File: config.mk
export PLATFORM = sky130hd
export DESIGN_NAME = touch_sample_debounce_average_flat
export DESIGN_NICKNAME = d
export VERILOG_FILES = /design/src/rtl/tsda_pkg.sv /design/src/rtl/tsda_in_if.sv /design/src/rtl/tsda_out_if.sv /design/src/rtl/tsda_div.sv /design/src/rtl/touch_sample_debounce_average.sv /design/src/flat_wrapper.sv
export SDC_FILE = /design/constraint.sdc
export NUM_CORES = 1
export LEC_CHECK = 0
export BUFFER_PORTS_ARGS = -buffer_cell sky130_fd_sc_hd__buf_2
export CAP_MARGIN = 25
export CORE_MARGIN = 3
export CORE_UTILIZATION = 50
export CTS_CLUSTER_SIZE = 8
export DETAILED_ROUTE_END_ITERATION = 10
export GPL_TIMING_DRIVEN = 0
export PLACE_DENSITY = 0.82
export SLEW_MARGIN = 20
export SYNTH_ARGS = -nofsm -noshare
export SYNTH_HDL_FRONTEND = slang
export SYNTH_SLANG_ARGS = --single-unit
File: constraint.sdc
create_clock -name clk_i -period 4.68 [get_ports clk_i]
set_input_delay 0.468 -clock clk_i [delete_from_list [all_inputs] [get_ports clk_i]]
set_output_delay 0.468 -clock clk_i [all_outputs]
set_load 0.1 [all_outputs]
File: src/rtl/tsda_pkg.sv
// Shared types and constants for the touch sample debounce and average block.
`default_nettype none
package tsda_pkg;

  localparam int unsigned SmpW = 12;
  localparam int unsigned SumW = 16;
  localparam int unsigned ReadW = 7;
  localparam int unsigned RepW = 4;
  localparam int unsigned RetryW = 6;
  localparam int unsigned CfgIdxW = 2;
  localparam int unsigned CfgDataW = 12;

  localparam logic [SmpW-1:0] RAIL_HIGH = 12'hFFF;
  localparam logic [SumW-1:0] SUM_MAX = 16'hFFFF;
  localparam logic [ReadW-1:0] READ_MAX = 7'd127;
  localparam logic [RepW-1:0] REP_MAX = 4'd15;

  localparam logic [SmpW-1:0] TOL_RESET = 12'd10;
  localparam logic [RetryW-1:0] RETRY_RESET = 6'd10;
  localparam logic [RepW-1:0] REPEAT_RESET = 4'd5;

  typedef enum logic [CfgIdxW-1:0] {
    CFG_TOLERANCE = 2'd0,
    CFG_RETRY_LIMIT = 2'd1,
    CFG_REPEAT_NEEDED = 2'd2
  } cfg_idx_e;

  typedef enum logic [1:0] {
    ACT_REPEAT = 2'd0,
    ACT_IGNORE = 2'd1,
    ACT_ACCEPT = 2'd2
  } action_e;

  typedef enum logic [1:0] {
    ST_IDLE,
    ST_DIV,
    ST_RESULT
  } state_e;

  typedef struct packed {
    logic start;
    logic done;
  } div_ctrl_t;

endpackage
`default_nettype wire

File: src/rtl/tsda_in_if.sv
// Input channel: coordinate select and raw sample with valid/ready.
`default_nettype none
interface tsda_in_if;
  logic        valid;
  logic        ready;
  logic        coord_select;
  logic [11:0] sample;

  modport source (output valid, output coord_select, output sample, input ready);
  modport sink (input valid, input coord_select, input sample, output ready);
endinterface
`default_nettype wire

File: src/rtl/tsda_out_if.sv
// Result channel: action code and value with valid/ready.
`default_nettype none
interface tsda_out_if;
  logic        valid;
  logic        ready;
  logic [1:0]  action;
  logic [11:0] value;

  modport source (output valid, output action, output value, input ready);
  modport sink (input valid, input action, input value, output ready);
endinterface
`default_nettype wire

File: src/rtl/tsda_div.sv
// Bit-serial restoring divider: one quotient bit per cycle.
`default_nettype none
module tsda_div (
  input  wire logic                       clk_i,
  input  wire logic                       rst_ni,
  input  wire logic                       start_i,
  input  wire logic [tsda_pkg::SumW-1:0]  dividend_i,
  input  wire logic [tsda_pkg::RepW-1:0]  divisor_i,
  output logic                            done_o,
  output logic [tsda_pkg::SumW-1:0]       quotient_o
);
  import tsda_pkg::*;

  localparam int unsigned CntW = $clog2(SumW);

  logic                busy_q;
  logic                done_q;
  logic [CntW-1:0]     cnt_q;
  logic [RepW-1:0]     rem_q;
  logic [RepW-1:0]     dsr_q;
  logic [SumW-1:0]     quo_q;
  logic [RepW:0]       trial;
  logic                ge;
  logic [RepW:0]       diff;

  assign trial = {rem_q, quo_q[SumW-1]};
  assign ge    = trial >= {1'b0, dsr_q};
  assign diff  = trial - {1'b0, dsr_q};

  always_ff @(posedge clk_i or negedge rst_ni) begin
    if (!rst_ni) begin
      busy_q <= 1'b0;
      done_q <= 1'b0;
      cnt_q  <= '0;
    end else begin
      done_q <= 1'b0;
      if (start_i) begin
        busy_q <= 1'b1;
        cnt_q  <= '0;
      end else if (busy_q) begin
        cnt_q <= cnt_q + 1'b1;
        if (cnt_q == CntW'(SumW - 1)) begin
          busy_q <= 1'b0;
          done_q <= 1'b1;
        end
      end
    end
  end

  always_ff @(posedge clk_i) begin
    if (start_i) begin
      rem_q <= '0;
      dsr_q <= divisor_i;
      quo_q <= dividend_i;
    end else if (busy_q) begin
      rem_q <= ge ? diff[RepW-1:0] : trial[RepW-1:0];
      quo_q <= {quo_q[SumW-2:0], ge};
    end
  end

  assign done_o     = done_q;
  assign quotient_o = quo_q;
endmodule
`default_nettype wire

File: src/rtl/touch_sample_debounce_average.sv
// Top level: debounce state, run control and result register.
//
//   channel      dir  payload                        handshake
//   sample_in_i  in   coord_select[0], sample[11:0]   valid/ready
//   result_o     out  action[1:0], value[11:0]        valid/ready
//   cfg          in   cfg_idx_i[1:0], cfg_wdata_i     cfg_we_i
//
// Repeat and ignore results pass through the update and the result stage.
// Accept results pass through the update, the 16-step bit-serial divider and the result stage.
// Reset clears counters, reference, sums and loads register defaults.
// A waiting result sits in the output register while the next sample is taken.
`default_nettype none
module touch_sample_debounce_average (
  input  wire logic                          clk_i,
  input  wire logic                          rst_ni,
  tsda_in_if.sink                            sample_in_i,
  tsda_out_if.source                         result_o,
  input  wire logic                          cfg_we_i,
  input  wire logic [tsda_pkg::CfgIdxW-1:0]  cfg_idx_i,
  input  wire logic [tsda_pkg::CfgDataW-1:0] cfg_wdata_i
);
  import tsda_pkg::*;

  logic [SmpW-1:0]   tol_q;
  logic [RetryW-1:0] retry_q;
  logic [RepW-1:0]   repeat_q;

  logic [ReadW-1:0]  read_q, read_d;
  logic [RepW-1:0]   rep_q, rep_d;
  logic [SmpW-1:0]   ref_q, ref_d;
  logic [SumW-1:0]   sum0_q, sum0_d, sum1_q, sum1_d;

  state_e            state_q, state_d;
  action_e           res_act_q, res_act_d;
  logic [SmpW-1:0]   res_val_q, res_val_d;
  logic              out_valid_q;
  action_e           out_act_q;
  logic [SmpW-1:0]   out_val_q;

  logic              accept;
  logic              go_div;
  logic              load_out;
  logic              sel;
  logic [SmpW-1:0]   smp;
  logic [SmpW-1:0]   diff;
  logic [SumW-1:0]   sum_cur;
  logic [SumW:0]     sum_add;
  logic [SumW-1:0]   sum_new;
  logic [RepW-1:0]   rep_new;
  logic [ReadW-1:0]  read_inc;
  logic [RepW-1:0]   divisor;
  logic [SumW-1:0]   quotient;
  logic [SmpW-1:0]   avg_sat;
  logic              div_start;
  logic              div_done;

  assign sel      = sample_in_i.coord_select;
  assign smp      = sample_in_i.sample;
  assign accept   = sample_in_i.valid && sample_in_i.ready;
  assign diff     = (ref_q > smp) ? (ref_q - smp) : (smp - ref_q);
  assign sum_cur  = sel ? sum1_q : sum0_q;
  assign sum_add  = {1'b0, sum_cur} + {{(SumW + 1 - SmpW){1'b0}}, smp};
  assign sum_new  = sum_add[SumW] ? SUM_MAX : sum_add[SumW-1:0];
  assign rep_new  = (rep_q < REP_MAX) ? rep_q + 1'b1 : REP_MAX;
  assign read_inc = (read_q < READ_MAX) ? read_q + 1'b1 : READ_MAX;
  assign divisor  = (repeat_q == '0) ? RepW'(1) : repeat_q;
  assign avg_sat  = (|quotient[SumW-1:SmpW]) ? RAIL_HIGH : quotient[SmpW-1:0];

  // run update on an accepted sample
  always_comb begin
    read_d    = read_q;
    rep_d     = rep_q;
    ref_d     = ref_q;
    sum0_d    = sum0_q;
    sum1_d    = sum1_q;
    res_act_d = ACT_REPEAT;
    res_val_d = smp;
    go_div    = 1'b0;
    if (read_q == '0) begin
      read_d = ReadW'(1);
    end else if (smp == RAIL_HIGH || smp == '0) begin
      read_d    = '0;
      ref_d     = '0;
      sum0_d    = '0;
      sum1_d    = '0;
      res_act_d = ACT_IGNORE;
    end else if (read_q == ReadW'(1) || diff > tol_q) begin
      rep_d = RepW'(1);
      if (read_q < {1'b0, retry_q}) begin
        ref_d  = smp;
        read_d = read_inc;
        if (sel) begin
          sum1_d = {{(SumW - SmpW){1'b0}}, smp};
        end else begin
          sum0_d = {{(SumW - SmpW){1'b0}}, smp};
        end
      end else begin
        read_d    = '0;
        ref_d     = '0;
        sum0_d    = '0;
        sum1_d    = '0;
        res_act_d = ACT_IGNORE;
      end
    end else begin
      if (sel) begin
        sum1_d = sum_new;
      end else begin
        sum0_d = sum_new;
      end
      if (rep_new >= repeat_q) begin
        read_d    = '0;
        rep_d     = '0;
        ref_d     = '0;
        res_act_d = ACT_ACCEPT;
        go_div    = 1'b1;
      end else begin
        rep_d  = rep_new;
        read_d = read_inc;
      end
    end
  end

  // next state
  always_comb begin
    state_d = state_q;
    case (state_q)
      ST_IDLE: begin
        if (accept) begin
          state_d = go_div ? ST_DIV : ST_RESULT;
        end
      end
      ST_DIV: begin
        if (div_done) begin
          state_d = ST_RESULT;
        end
      end
      ST_RESULT: begin
        if (!out_valid_q || result_o.ready) begin
          state_d = ST_IDLE;
        end
      end
      default: state_d = ST_IDLE;
    endcase
  end

  // state outputs
  always_comb begin
    sample_in_i.ready = 1'b0;
    load_out          = 1'b0;
    div_start         = 1'b0;
    case (state_q)
      ST_IDLE: begin
        sample_in_i.ready = 1'b1;
        div_start         = accept && go_div;
      end
      ST_RESULT: begin
        load_out = !out_valid_q || result_o.ready;
      end
      default: begin
        sample_in_i.ready = 1'b0;
      end
    endcase
  end

  tsda_div u_div (
    .clk_i      (clk_i),
    .rst_ni     (rst_ni),
    .start_i    (div_start),
    .dividend_i (sum_new),
    .divisor_i  (divisor),
    .done_o     (div_done),
    .quotient_o (quotient)
  );

  always_ff @(posedge clk_i or negedge rst_ni) begin
    if (!rst_ni) begin
      tol_q       <= TOL_RESET;
      retry_q     <= RETRY_RESET;
      repeat_q    <= REPEAT_RESET;
      read_q      <= '0;
      rep_q       <= '0;
      ref_q       <= '0;
      sum0_q      <= '0;
      sum1_q      <= '0;
      state_q     <= ST_IDLE;
      out_valid_q <= 1'b0;
    end else begin
      state_q <= state_d;
      if (cfg_we_i) begin
        case (cfg_idx_i)
          CFG_TOLERANCE:     tol_q    <= cfg_wdata_i[SmpW-1:0];
          CFG_RETRY_LIMIT:   retry_q  <= cfg_wdata_i[RetryW-1:0];
          CFG_REPEAT_NEEDED: repeat_q <= cfg_wdata_i[RepW-1:0];
          default: ;
        endcase
      end
      if (accept) begin
        read_q <= read_d;
        rep_q  <= rep_d;
        ref_q  <= ref_d;
        sum0_q <= sum0_d;
        sum1_q <= sum1_d;
      end
      if (load_out) begin
        out_valid_q <= 1'b1;
      end else if (result_o.ready) begin
        out_valid_q <= 1'b0;
      end
    end
  end

  always_ff @(posedge clk_i) begin
    if (accept) begin
      res_act_q <= res_act_d;
      res_val_q <= res_val_d;
    end else if (div_done) begin
      res_val_q <= avg_sat;
    end
    if (load_out) begin
      out_act_q <= res_act_q;
      out_val_q <= res_val_q;
    end
  end

  assign result_o.valid  = out_valid_q;
  assign result_o.action = out_act_q;
  assign result_o.value  = out_val_q;
endmodule
`default_nettype wire

File: src/flat_wrapper.sv
// flat-port wrapper written by rule: the top's interface ports become plain ports
module touch_sample_debounce_average_flat import tsda_pkg::*;
  (clk_i, rst_ni, cfg_we_i, cfg_idx_i, cfg_wdata_i, sample_in_i_valid, sample_in_i_coord_select, sample_in_i_sample, sample_in_i_ready, result_o_valid, result_o_action, result_o_value, result_o_ready);
  tsda_in_if sample_in_i_i ();
  tsda_out_if result_o_i ();
  input  wire logic clk_i;
  input  wire logic rst_ni;
  input  wire logic cfg_we_i;
  input  wire logic [tsda_pkg::CfgIdxW-1:0] cfg_idx_i;
  input  wire logic [tsda_pkg::CfgDataW-1:0] cfg_wdata_i;
  input wire logic [$bits(sample_in_i_i.valid)-1:0] sample_in_i_valid;
  input wire logic [$bits(sample_in_i_i.coord_select)-1:0] sample_in_i_coord_select;
  input wire logic [$bits(sample_in_i_i.sample)-1:0] sample_in_i_sample;
  output wire logic [$bits(sample_in_i_i.ready)-1:0] sample_in_i_ready;
  output wire logic [$bits(result_o_i.valid)-1:0] result_o_valid;
  output wire logic [$bits(result_o_i.action)-1:0] result_o_action;
  output wire logic [$bits(result_o_i.value)-1:0] result_o_value;
  input wire logic [$bits(result_o_i.ready)-1:0] result_o_ready;
  assign sample_in_i_i.valid = sample_in_i_valid;
  assign sample_in_i_i.coord_select = sample_in_i_coord_select;
  assign sample_in_i_i.sample = sample_in_i_sample;
  assign sample_in_i_ready = sample_in_i_i.ready;
  assign result_o_valid = result_o_i.valid;
  assign result_o_action = result_o_i.action;
  assign result_o_value = result_o_i.value;
  assign result_o_i.ready = result_o_ready;
  touch_sample_debounce_average u_core (.clk_i(clk_i), .rst_ni(rst_ni), .sample_in_i(sample_in_i_i), .result_o(result_o_i), .cfg_we_i(cfg_we_i), .cfg_idx_i(cfg_idx_i), .cfg_wdata_i(cfg_wdata_i));
endmodule
### Yosys cells after proc, flatten, opt, wreduce, memory -nomap -nowiden

Cells that the tools add are included.

* bits of input ports: 32
* output and inout port bits: 16
* logic and storage cells: 134
* register bits after elaboration: 138

* add/subtract/negate cells: 7
* order comparisons: 7
* mux-type cells: 58
* equality and inequality tests: 13
* reduce and logical (&&, ||, !) cells: 26
* bitwise operators: 2

Operators by type and width (number)
* $mux W16: 14
* $mux W12: 8
* $mux W7: 6
* $gt A12 B12 Y1: 2
* $mux W4: 6
* $sub A12 B12 Y12: 2
* $add A16 B12 Y17: 1
* $mux W1: 17
* $eq A12 B12 Y1 const B: 1
* $logic_not A12 Y1: 1
* $mux W2: 6
* $reduce_and A3 Y1: 3
* $add A4 B1 Y4 const B: 2
* $reduce_and A4 Y1: 2
* $add A7 B1 Y7 const B: 1
* $eq A7 B1 Y1 const B: 1
* $logic_not A7 Y1: 1
* $lt A7 B6 Y1: 1
* $lt A7 B7 Y1 const B: 1
* $ne A3 B2 Y1 const B: 2
* $pmux W2 S3: 1
* $reduce_and A2 Y1: 3
* $reduce_bool A2 Y1: 3
* $reduce_bool A3 Y1: 2
* 18 further kinds: 26

### Longest topological paths before layout

* depth in word-level cells: 10
* mapped depth: 26
* gate-level depth less buffers: 22

### By module

A second synthesis with hierarchy kept.

* cell total of the unflattened synthesis: 828
* area, all modules: 8649.5 sq um

Modules (own cells, without submodules)
* touch_sample_debounce_average: instances 1, area each 7244.4 sq um, seq. area each 2850.2 sq um, cells each 725
* tsda_div: instances 1, area each 1405.1 sq um, seq. area each 830.8 sq um, cells each 103

### Worst setup path after synthesis

No wires, ideal clock.

* kind: input -> register
* start point: input sample_in_i_sample[9]
* end point: register u_core.u_div.quo_q[0], in the netlist u_core.u_div.quotient_o[0] (enable)
* buffers on the path: 2
* slack: -0.491 ns
* stages: 19
* data required time: 4.305 ns
* arrival time: 4.796 ns
* setup time: 0.375 ns
* cell sequence: inv_1 > ha_1 > a211o_1 > a21oi_2 > nor4b_4 > nor2_2 > mux2_4 > a311o_1 > a311o_1 > a32oi_1 > ha_1 > and4_1 > a221oi_1 > a41o_1 > buf_6 > nand2_1 > or2_1 > buf_2 > nand2b_1

* word-level cells in the longest chain between the ends: 10
* elaborated cells between the ends (all ways): 15
* classes of those cells: add/sub: 2; order compare: 2; eq/ne: 1; mux: 5; reduce/logical: 5

Ends and longest elaborated chain
* start: declaration: line flat_wrapper.sv:13 `input wire logic [$bits(sample_in_i_i.sample)-1:0] sample_in_i_sample;`
* $sub A12 B12 Y12 or $gt A12 B12 Y1 (tied branches): line touch_sample_debounce_average.sv:60 `assign diff = (ref_q > smp) ? (ref_q - smp) : (smp - ref_q);`
* $mux W12: line touch_sample_debounce_average.sv:60
* $gt A12 B12 Y1: line touch_sample_debounce_average.sv:87 `end else if (read_q == ReadW'(1) || diff > tol_q) begin`
* $logic_or A1 B1 Y1: line touch_sample_debounce_average.sv:87
* $mux W1: line touch_sample_debounce_average.sv:87
* $mux W1 (*): line touch_sample_debounce_average.sv:81 `end else if (smp == RAIL_HIGH || smp == '0) begin`
* $mux W1 (*): line touch_sample_debounce_average.sv:79 `if (read_q == '0) begin`
* $logic_and A1 B1 Y1 (*): line touch_sample_debounce_average.sv:154 `div_start = accept && go_div;`
* $mux W1 (*): line touch_sample_debounce_average.sv:151 `case (state_q)`
* $reduce_bool A2 Y1 (no source line) (*)
* end signal: assignment: line tsda_div.sv:54 `quo_q <= dividend_i;`
* end signal: assignment: line tsda_div.sv:57 `quo_q <= {quo_q[SumW-2:0], ge};`
* end: declaration: line tsda_div.sv:21 `logic [SumW-1:0] quo_q;`

Every way passes the cells marked *; elsewhere a longest branch is shown, timed or not.
A chain may end at the register's enable or synchronous reset.

### Worst setup path after layout

* start point: register u_core.ref_q[0]
* end point: register u_core.u_div.quo_q[3], in the netlist u_core.u_div.quotient_o[3] (data pin)

* word-level cells in the longest chain between the ends: 10
* elaborated cells between the ends (all ways): 12
* classes of those cells: add/sub: 2; order compare: 2; mux: 6; reduce/logical: 2

Ends and longest elaborated chain
* start: declaration: line touch_sample_debounce_average.sv:30 `logic [SmpW-1:0] ref_q, ref_d;`
* start signal: assignment: line touch_sample_debounce_average.sv:200 `ref_q <= ref_d;`
* $sub A12 B12 Y12 or $gt A12 B12 Y1 (tied branches): line touch_sample_debounce_average.sv:60
* $mux W12 (*): line touch_sample_debounce_average.sv:60
* $gt A12 B12 Y1 (*): line touch_sample_debounce_average.sv:87
* $logic_or A1 B1 Y1 (*): line touch_sample_debounce_average.sv:87
* $mux W1 (*): line touch_sample_debounce_average.sv:87
* $mux W1 (*): line touch_sample_debounce_average.sv:81
* $mux W1 (*): line touch_sample_debounce_average.sv:79
* $logic_and A1 B1 Y1 (*): line touch_sample_debounce_average.sv:154
* $mux W1 (*): line touch_sample_debounce_average.sv:151
* $mux W16 (*): line tsda_div.sv:51 `if (start_i) begin`

Marks and branches as above.

==> flow_summary.yaml <==
worst_setup_path:
  cp-start-kind: "flip-flop"
  r2r-start: "u_core.ref_q[0]$_DFFE_PN0P_"
  r2r_cells: 25
  reg2reg_to: "u_core.u_div.quotient_o[3]$_DFFE_PP_"
  arrival_ns: 5.43
  critPathKind: "flip-flop to flip-flop"
  reg2reg_slack_ns: -0.46
  crit_required_ns: 4.96
  crit_path_max_fanout: 7
  end_kind: "flip-flop"
power:
  total_power_uw: 8180
  pwr-share-comb_pct: 58.3
  sw_frac_of_total_pct: 44.8
  internal-power_uw: 4520
  seq_power_share_pct: 25.4
  power.density_nw_per_um2: 774
  ir_drop_mv: 0.442
  power.share.clock_pct: 16.2
  p_leak_uw: 0.00462
  switching_power_uw: 3670
finish:
  syn_to_final_growth_pct: 26.4
  antenna_cells: 0
  nNetsFinal: 1064
  layout-drive-gt1-share_pct: 28.8
  stdcell_area_um2: 10600
  fillers: 1141
  regArea_um2: 3680
  multi_input_area_um2: 4780
global_route:
  antenna_found_initial: 0
  track_usage_pct: 24.9
  gr-total-overflow: 0
  grt_pass1_wl_um: 35800
  first_global_vias: 7109
  grt_max_degree: 48
place:
  place_ws_ns: -1.20
  placed_cell_area_um2: 9050
  hpwlAfterDp_um: 14900
  io_buffers: 46
  place_congestion: 0.892
timing:
  finClkSkew_ns: 0.0214
  drv_slew: 0
  hold_viol: 0
  rsz0062_at_grt: "yes"
  max_slew_margin_pct: 43.6
  finalCritPeriodShare_pct: 110
  fmax_mhz: 194
  setup_viol: 101
  min_period_ns: 5.14
  setup_ws_ns: -0.463
  worst_slew_pin_slew_ns: 0.839
synth:
  syn_area_per_cell_um2: 9.86
  ys_seq_area_share_pct: 44.0
  syn_area_um2: 8370
  async_flop_share_pct: 62.3
  syn_nets: 950
  yosys_most_used_dff: "dfrtp_1"
  yosys_warnings: 0
  synth_edf_count: 48
  yosys.cell_types.count: 74
  synthCells: 849
  ys_ff_latch: 138
clocking:
  clk-insertion-delay-late_ns: 0.44
  h-tree-depth: 4
  cts_sinks: 138
  numCtsBuffers: 17
  cts_root_buf: "clkbuf_16"
  path_clk_slew_ns: 0.06
  tritoncts: "yes"
  ctsHoldBuffers: 0
  clock_path_buffers: 2
status:
  status: "finished, violations left"
  violations: "setup timing"
route:
  vias: 7289
  ant_nets: 0
  drc: 0
  drt_pass1_iterations: 6
  wl_um: 23200
  via_per_inst: 6.11
  drt_iter0_markers: 836
  wire_per_inst_um: 19.5
run:
  cap_viol_max_count: 0
floorplanning:
  io_pins: 48
  start_util_pct: 51.9
  dieHeight_um: 135
  design.die.area_um2: 18300
  die_x_um: 135
  num_rows: 46
  design.core.area_um2: 16100
worst_hold_path:
  hp-class: "primary input to async pin"
## final cells by class
| type | instances | share of cell area [%] |
|---|---|---|
| Clock inverter | 10 | 1.11 |
| Inverter | 66 | 2.39 |
| Multi-Input combinational cell | 615 | 45.2 |
| Tap cell | 216 | 2.56 |
| Clock buffer | 22 | 4.39 |
| Buffer | 29 | 2.08 |
| Sequential cell | 138 | 34.8 |
| Timing Repair Buffer | 96 | 7.45 |
## cells in the final DEF (no fill, tap or decap), drive strengths merged, types with 33 or more instances in the layout
cell type,n
o21ai,46
ha,65
mux2,33
nand2,69
buf,109
nor2,88
edfxtp,48
inv,67
dfrtp,80
a21oi,74
clkbuf,38
## stage by stage
step                utilization, %  TNS, ns  cells  hold WS, ns
finish                        65.6   -34.05   1192       0.0173
global route                  65.6   -47.35   1192       0.0745
CTS                           63.6   -20.59   1182       0.0520
detailed placement            56.2   -93.82   1113        0.405
global placement              55.9   -88.82   1111        0.402
floorplan                        -    -2.52    849        0.172
## logic make-up (layout without fill, tap and decap cells)
kind of cell / after synthesis / count (layout) / share of synthesized area (%)
flip-flops: 138 / 138 / 44.0
AND/OR/NAND/NOR: 249 / 250 / 14.1
XOR/XNOR: 23 / 23 / 2.41
multiplexers: 47 / 47 / 6.31
adder cells (fa/ha/maj): 69 / 69 / 10.7
AO/OA/AOI/OAI: 225 / 226 / 17.6
buffers and inverters: 98 / 223 / 4.89
## synthesized netlist by cell type, drive strengths merged, types with 3 or more instances
| master | n | area (um^2) |
|---|---|---|
| o211ai | 3 | 22.5 |
| or3 | 3 | 18.8 |
| nor4 | 6 | 37.5 |
| nand3 | 12 | 60.1 |
| nor3b | 3 | 27.5 |
| nand2 | 69 | 259 |
| dfstp | 6 | 158 |
| fa | 4 | 80.1 |
| o22ai | 4 | 25.0 |
| a211oi | 10 | 75.1 |
| a31oi | 14 | 87.6 |
| a21oi | 73 | 395 |
| xnor2 | 9 | 78.8 |
| xor2 | 14 | 123 |
| o21ai | 46 | 230 |
| a22oi | 9 | 67.6 |
| nand4 | 13 | 81.3 |
| ha | 65 | 813 |
| a32o | 3 | 30.0 |
| o31ai | 3 | 22.5 |
| a211o | 4 | 35.0 |
| and2 | 6 | 37.5 |
| mux2 | 33 | 375 |
| a22o | 14 | 123 |
| dfxtp | 4 | 80.1 |
| nand2b | 15 | 93.8 |
| buf | 14 | 92.6 |
| mux2i | 13 | 130 |
| nand3b | 3 | 22.5 |
| a31o | 4 | 35.0 |
| edfxtp | 48 | 1440 |
| inv | 66 | 248 |
| nor2b | 8 | 50.1 |
| nor3 | 9 | 45.0 |
| dfrtp | 80 | 2000 |
| clkbuf | 18 | 68.8 |
| and3 | 7 | 43.8 |
| a21o | 16 | 128 |
| nor2 | 88 | 333 |
## power by group through the flow
| stage | logic [uW] | clock network, uW | registers [uW] |
|---|---|---|---|
| 6_report | 4770 | 1330 | 2080 |
| 5_1_grt | 5120 | 1390 | 2130 |
| 3_5_place_dp | 3720 | 0 | 2050 |
| 4_1_cts | 4270 | 1330 | 2050 |
| 2_1_floorplan | 2620 | 0 | 2280 |
| 3_3_place_gp | 3590 | 0 | 2040 |
## worst max-delay path by stage
stage / start / endpoint / slack, ns / depth (start not counted)
2_1_floorplan: u_core.ref_q[0]$_DFFE_PN0P_ / u_core.u_div.quotient_o[13]$_DFFE_PP_ / -0.15 / 24
3_3_place_gp: sample_in_i_sample[1] / u_core.sum1_q[10]$_DFFE_PN0P_ / -1.15 / 20
3_5_place_dp: sample_in_i_sample[1] / u_core.sum1_q[10]$_DFFE_PN0P_ / -1.20 / 20
4_1_cts: u_core.ref_q[6]$_DFFE_PN0P_ / u_core.u_div.quotient_o[5]$_DFFE_PP_ / -0.32 / 23
5_1_grt: u_core.ref_q[0]$_DFFE_PN0P_ / u_core.u_div.quotient_o[3]$_DFFE_PP_ / -0.61 / 25
6_report: u_core.ref_q[0]$_DFFE_PN0P_ / u_core.u_div.quotient_o[3]$_DFFE_PP_ / -0.46 / 25
## routing by layer
layer,up-vias,GRT usage [%],part of all wire [%]
met5,-,0,0
met2,377,40.9,48
met3,92,5.27,7.9
li1,3290,-,-
met1,3530,31.9,40
met4,0,10.8,3.8
## state kept, by name, summed over array words and instances (netlist names), 4 cells and up
name,count
u_core.read_q,7
u_core.ref_q,12
u_core.rep_q,4
u_core.repeat_q,4
u_core.res_val_q,12
u_core.result_o.value,12
u_core.retry_q,6
u_core.sum0_q,16
u_core.sum1_q,16
u_core.tol_q,12
u_core.u_div.cnt_q,4
u_core.u_div.dsr_q,4
u_core.u_div.quotient_o,16
u_core.u_div.rem_q,4
## repair_timing
item,CTS,global route
endpoints found under the setup margin,102,102
gates cloned,4,3
setup buffers,34,11
pin swaps,25,20
gates resized for setup,81,65
## worst max-delay path, stage by stage, from the launching register on
cell,delay (ns)
dfrtp_1,0.41
inv_2,0.09
ha_4,0.14
inv_2,0.03
fa_2,0.36
nand3_4,0.09
a21oi_4,0.07
nor4b_4,0.34
nor2_4,0.10
mux2_4,0.32
a311o_1,0.32
a311o_1,0.32
a32oi_1,0.22
ha_1,0.22
nand4_1,0.18
nor3_2,0.29
nor4b_2,0.32
a41o_4,0.19
nand2_4,0.05
or2_1,0.23
buf_6,0.14
inv_6,0.07
buf_8,0.12
buf_12,0.14
nor2_1,0.05
a31oi_1,0.15
(Power assumes the default switching activity.)
